--- src/rtl/nearest_smaller_to_left_unit_assert.svh ---
// Assertion macros used by the nearest_smaller_to_left_unit RTL.
`ifndef NEAREST_SMALLER_TO_LEFT_UNIT_ASSERT_SVH
`define NEAREST_SMALLER_TO_LEFT_UNIT_ASSERT_SVH

`ifndef ASSERT_OFF
// Clocked check, held off while reset is high.
`define NSLT_ASSERT(label, ck, rs, prop) \
  label: assert property (@(posedge ck) disable iff (rs) prop) \
    else $error("nslt: check failed");
// Clocked check, also active during reset.
`define NSLT_ASSERT_ALWAYS(label, ck, prop) \
  label: assert property (@(posedge ck) prop) \
    else $error("nslt: check failed");
`else
`define NSLT_ASSERT(label, ck, rs, prop)
`define NSLT_ASSERT_ALWAYS(label, ck, prop)
`endif

`endif

--- src/rtl/nslt_pkg.sv ---
`timescale 1ns / 1ps
`default_nettype none
package nslt_pkg;
  localparam int STACK_DEPTH_DEF = 64;
  localparam int VALUE_WIDTH_DEF = 32;
endpackage
`default_nettype wire

--- src/rtl/nslt_ram.sv ---
`timescale 1ns / 1ps
`default_nettype none
module nslt_ram
  import nslt_pkg::*;
#(
  parameter int WIDTH = VALUE_WIDTH_DEF,
  parameter int DEPTH = STACK_DEPTH_DEF,
  localparam int AW = (DEPTH > 1) ? $clog2(DEPTH) : 1
) (
  input  wire logic             clk,
  input  wire logic             we,
  input  wire logic [AW-1:0]    waddr,
  input  wire logic [WIDTH-1:0] wdata,
  input  wire logic [AW-1:0]    raddr,
  output logic      [WIDTH-1:0] rdata
);

  logic [WIDTH-1:0] mem [DEPTH];

  always_ff @(posedge clk) begin
    if (we) begin
      mem[waddr] <= wdata;
    end
    rdata <= mem[raddr];
  end

endmodule
`default_nettype wire

--- src/rtl/nearest_smaller_to_left_unit.sv ---
`timescale 1ns / 1ps
`default_nettype none
// Channel   Dir  Signals                         Contents
// s_axis    in   tvalid tready tdata tlast       value / last_in_array
// m_axis    out  tvalid tready tdata tuser       nearest_smaller / found, overflow
//
// An item is accepted, then compared and pushed; each popped entry adds a
// compare and a stack memory read, but the pop that empties the stack skips the read.
// Each such read refills the cached top of stack from the registered-read stack RAM.
// The result waits in an output register; the compare stalls only when that
// register is still full. rst is synchronous and empties the stack.
`include "nearest_smaller_to_left_unit_assert.svh"
module nearest_smaller_to_left_unit
  import nslt_pkg::*;
#(
  parameter int STACK_DEPTH = STACK_DEPTH_DEF,
  parameter int VALUE_WIDTH = VALUE_WIDTH_DEF,
  localparam int DW = ((VALUE_WIDTH + 7) / 8) * 8,
  localparam int AW = (STACK_DEPTH > 1) ? $clog2(STACK_DEPTH) : 1,
  localparam int CW = $clog2(STACK_DEPTH + 1)
) (
  input  wire logic          clk,
  input  wire logic          rst,
  input  wire logic          s_axis_tvalid,
  output logic               s_axis_tready,
  input  wire logic [DW-1:0] s_axis_tdata,  // [VALUE_WIDTH-1:0] value
  input  wire logic          s_axis_tlast,
  output logic               m_axis_tvalid,
  input  wire logic          m_axis_tready,
  output logic      [DW-1:0] m_axis_tdata,  // [VALUE_WIDTH-1:0] nearest_smaller
  output logic      [1:0]    m_axis_tuser   // [0] found, [1] overflow
);

  typedef enum logic [1:0] {ST_IDLE, ST_CMP, ST_WAIT} state_t;

  state_t                         state;
  logic        [CW-1:0]           count;
  logic signed [VALUE_WIDTH-1:0]  top;
  logic signed [VALUE_WIDTH-1:0]  val;
  logic                           last;

  logic                           pop;
  logic                           out_free;
  logic                           full;
  logic                           emit;
  logic                           we;
  logic        [CW-1:0]           rd_ptr;
  logic        [VALUE_WIDTH-1:0]  rdata;

  assign s_axis_tready = (state == ST_IDLE);
  assign pop      = (count != '0) && (top >= val);
  assign out_free = !m_axis_tvalid || m_axis_tready;
  assign full     = (count == CW'(STACK_DEPTH));
  assign emit     = (state == ST_CMP) && !pop && out_free;
  assign we       = emit && !full;
  assign rd_ptr   = count - CW'(2);

  nslt_ram #(
    .WIDTH (VALUE_WIDTH),
    .DEPTH (STACK_DEPTH)
  ) u_ram (
    .clk   (clk),
    .we    (we),
    .waddr (count[AW-1:0]),
    .wdata (val),
    .raddr (rd_ptr[AW-1:0]),
    .rdata (rdata)
  );

  always_ff @(posedge clk) begin
    if (rst) begin
      state         <= ST_IDLE;
      count         <= '0;
      m_axis_tvalid <= 1'b0;
    end else begin
      if (emit) begin
        m_axis_tvalid <= 1'b1;
      end else if (m_axis_tready) begin
        m_axis_tvalid <= 1'b0;
      end
      unique case (state)
        ST_IDLE: begin
          if (s_axis_tvalid) begin
            val   <= s_axis_tdata[VALUE_WIDTH-1:0];
            last  <= s_axis_tlast;
            state <= ST_CMP;
          end
        end
        ST_CMP: begin
          if (pop) begin
            count <= count - CW'(1);
            if (count > CW'(1)) begin
              state <= ST_WAIT;
            end
          end else if (out_free) begin
            m_axis_tuser[0] <= (count != '0);
            m_axis_tuser[1] <= full;
            m_axis_tdata    <= (count != '0) ? DW'($unsigned(top)) : '0;
            if (!full) begin
              top <= val;
            end
            if (last) begin
              count <= '0;
            end else if (!full) begin
              count <= count + CW'(1);
            end
            state <= ST_IDLE;
          end
        end
        ST_WAIT: begin
          top   <= rdata;
          state <= ST_CMP;
        end
        default: begin
          state <= ST_IDLE;
        end
      endcase
    end
  end

  `NSLT_ASSERT_ALWAYS(a_reset_empty, clk, rst |=> count == '0 && !m_axis_tvalid)
  `NSLT_ASSERT(a_count_bound, clk, rst, count <= CW'(STACK_DEPTH))
  `NSLT_ASSERT(a_accept_to_cmp, clk, rst, s_axis_tvalid && s_axis_tready |=> state == ST_CMP)
  `NSLT_ASSERT(a_wait_after_pop, clk, rst,
    state == ST_WAIT |-> count != '0 && $past(state) == ST_CMP)

endmodule
`default_nettype wire
--- config.mk ---
export PLATFORM = sky130hd
export DESIGN_NAME = nearest_smaller_to_left_unit
export DESIGN_NICKNAME = d
export VERILOG_FILES = /design/src/rtl/nslt_pkg.sv /design/src/rtl/nslt_ram.sv /design/src/rtl/nearest_smaller_to_left_unit.sv
export VERILOG_INCLUDE_DIRS = /design/src /design/src/rtl
export SDC_FILE = /design/constraint.sdc
export NUM_CORES = 2
export LEC_CHECK = 0
export BUFFER_PORTS_ARGS = -buffer_cell sky130_fd_sc_hd__buf_2
export CORE_UTILIZATION = 39
export DETAILED_ROUTE_END_ITERATION = 16
export GPL_ROUTABILITY_DRIVEN = 0
export PLACE_DENSITY = 0.56
export SLEW_MARGIN = 10
export SYNTH_ARGS = -nofsm -noshare
export SYNTH_HDL_FRONTEND = slang
export SYNTH_SLANG_ARGS = --single-unit
--- constraint.sdc ---
create_clock -name clk -period 6.7 [get_ports clk]
set_input_delay 0.335 -clock clk [delete_from_list [all_inputs] [get_ports clk]]
set_output_delay 0.335 -clock clk [all_outputs]
set_load 0.02 [all_outputs]
==> reports/metrics.yaml <==
status:
  outcome: "finished clean"
die:
  fp-row-count: 169
  start_util: 0.394
  die_x_um: 466
  die_area_mm2: 0.217
  io_pins: 73
  core_area_mm2: 0.213
  die_h_um: 466
clock_network:
  cts_resized: 0
  clkTransAtPathRegs_ns: 0.06
  cts_setup_buffers: 0
  clockBufferDepth: 3
  holdBufCountCts: 38
  clock_latency_ns: 0.85
  ctsRootBufferMaster: "clkbuf_16"
  cts_buffers: 211
  clock-sinks: 2189
  ctsHtreeMaxLevel: 4
  cts_tree: "done"
flow_run:
  max-cap-violations: 0
global_route:
  gr-total-overflow: 0
  antenna_found_initial: 43
  grt_max_degree: 127
  grt_pass1_wl_um: 309000
  grt_pass1_vias: 38300
  globalRouteTotalUtil: 0.204
timing:
  hold_viol: 0
  fin_hold_ws_ns: 0.226
  rsz0062_at_grt: "no"
  min_period_over_period: 0.767
  finClkSkew_ns: 0.0304
  tightest_slew_ns: 1.27
  setup_viol: 0
  timing.fmax_mhz: 195
  setup_ws_ns: 1.56
  tns_ns: 0
  min_period_ns: 5.14
  slew_headroom: 0.152
  drv_slew: 0
layout:
  final_util: 0.452
  fin_nets: 3843
  multi_input_area_mm2: 0.0181
  syn_to_final_growth_pct: 14.7
  fillCellCount: 17600
  seq_area_mm2: 0.0653
  drive_above_1_share: 0.319
route:
  routedWlPerCell_um: 32.6
  vias: 38800
  first_pass_iters: 6
  ant_nets: 0
  drc: 0
  initialDrtViolationCount: 4909
  routed_wl_um: 221000
  routed_via_density: 5.72
synthesis:
  synth_xor_area_frac: 0.000523
  yosys.cell_types.count: 60
  ys_warn_count: 0
  synth-seq-cells: 2189
  async_flop_share: 0
  synth_seq_area_share: 0.779
  synth_compound_area_frac: 0.00835
  synth_top_cell_by_area: "edfxtp_1"
  synth_top_family_by_area: "multiplexers"
  synth_area_per_cell_um2: 24.1
  synthCells: 3481
  synth_edf_count: 2147
  synthesis.nets: 3558
  synth_area_leaders: "edfxtp_1, mux4_2, dfxtp_1, ha_1, buf_2"
  yosys.area_share.simple: 0.0145
  synthMuxAreaShare: 0.179
  netlist.area_leader.share: 0.769
  synthAdderAreaFrac: 0.00597
  syn_area_mm2: 0.0838
  synth_ff_type: "edfxtp_1"
critical_path:
  r2r_cells: 10
  critical_path_class: "reg -> reg"
  endpoint_kind: "register"
  cp.required_ns: 7.15
  crit_path_max_fanout: 32
  r2r_end: "u_ram.mem[38][14]"
  cp-start-kind: "register"
  reg2reg_from: "val[19]"
  rrSetupSlack_ns: 1.56
  cp.arrival_ns: 5.59
power_and_ir_drop:
  p_per_area_mw_per_mm2: 366
  ir_worst_vdd_v: 0.000336
  p_leak_nw: 29.0
  power_mw: 35.1
worst_hold_path:
  hold_end: "val[11]"
  hp-class: "in -> reg"
  hold_path.startpoint: "s_axis_tdata[11]"
  holdPathStages: 2
place:
  dpl.hpwl_um: 137000
  pre_cts_slack_ns: 1.64
  port_buffers: 72
[registers in the layout, indices dropped and copies added (netlist names)]
signal / cells
top: 32
u_ram.rdata: 32
m_axis_tvalid: 1
last: 1
state: 2
m_axis_tuser: 2
count: 7
val: 32
m_axis_tdata: 32
u_ram.mem: 2048
[power breakdown]
part	total, mW	leakage [nW]	internal, mW	switching (mW)
clock	12.2	3.42	7.02	5.19
sequential	15.6	19.7	15.4	0.179
combinational	7.35	5.86	2.88	4.48
total	35.1	29.0	25.3	9.85
[cell usage after synthesis, types with 10 or more instances]
cell / instances
a211oi_1: 16
a21oi_1: 23
and2_1: 39
buf_1: 25
buf_2: 64
buf_6: 10
clkbuf_1: 77
dfxtp_1: 42
edfxtp_1: 2147
ha_1: 40
inv_1: 40
mux2i_1: 12
mux4_2: 660
nand2_1: 68
nor2_1: 73
nor2b_1: 10
o21ai_0: 38
[critical path, cell delays in order (launching register included)]
cell	delay [ns]
edfxtp_1	0.94
inv_1	0.16
ha_1	0.35
and2_0	0.18
a221o_1	0.32
a221oi_2	0.29
o21ai_2	0.12
mux2_4	0.29
nand3_2	0.10
or4_1	0.91
nor2_4	1.02
[cell families after synthesis]
family / Yosys count
buffers and inverters: 220
adders and majority gates: 40
xor gates and xnor gates: 5
DFF: 2189
AOI/OAI and AO/OA: 109
muxes: 675
and+or+nand+nor: 243
[metrics by stage]
step	cell area [um^2]	cells
6_report	96100	6777
5_1_grt	96100	6772
4_1_cts	96100	6770
3_5_place_dp	88700	6336
3_3_place_gp	88700	6336
2_1_floorplan	83800	3481
[cell usage in the layout, fill, tap and decap left out, types with 5 or more instances in the layout]
master,Yosys,final
buf_12,0,14
buf_4,4,128
nor3_1,7,6
dfxtp_1,42,40
clkinv_2,0,33
dlygate4sd3_1,0,38
a21o_1,5,5
diode_2,0,7
nor2_4,0,64
nor2b_1,10,9
edfxtp_1,2147,2147
a211oi_1,16,16
a21oi_1,23,22
nand3_1,5,5
ha_1,40,39
buf_2,64,72
or3_1,7,7
clkbuf_16,0,214
nand2_1,68,68
nand2b_1,6,6
clkinvlp_4,0,8
nor2_1,73,14
a31oi_1,6,6
inv_1,40,40
clkinv_1,0,43
clkbuf_1,77,54
bufinv_16,0,29
and2_1,39,39
clkinv_8,0,6
mux4_2,660,660
o21ai_0,38,38
mux2i_1,12,12
[metal layers]
metal  global-route usage  vias up  share of wire
li1                     -    15500              -
met5                    0        -        0.00059
met4               0.0315       20          0.012
met1                0.319    21300           0.45
met3               0.0488      228          0.095
met2                0.295     1710           0.44
[area by class of cell]
| type | count | share of cell area |
|---|---|---|
| Sequential cell | 2189 | 0.679 |
| Multi-Input combinational cell | 1072 | 0.188 |
| Clock buffer | 269 | 0.0580 |
| Tap cell | 2821 | 0.0367 |
| Timing Repair Buffer | 252 | 0.0206 |
| Clock inverter | 127 | 0.0157 |
| Inverter | 40 | 0.00156 |
| Antenna cell | 7 | 0.000182 |
[worst max path at each step]
stage | start | to | slack, ns | cells past startpoint
after floorplan | val[17] | m_axis_tdata[0] | 1.11 | 9
after global placement | val[19] | u_ram.mem[40][12] | 1.63 | 11
after detailed placement | val[19] | u_ram.mem[38][14] | 1.64 | 10
after CTS | val[19] | u_ram.mem[40][13] | 1.62 | 11
after global routing | val[19] | u_ram.mem[34][15] | 1.48 | 10
final | val[19] | u_ram.mem[38][14] | 1.56 | 10
Power figures use the tool's default switching activity.
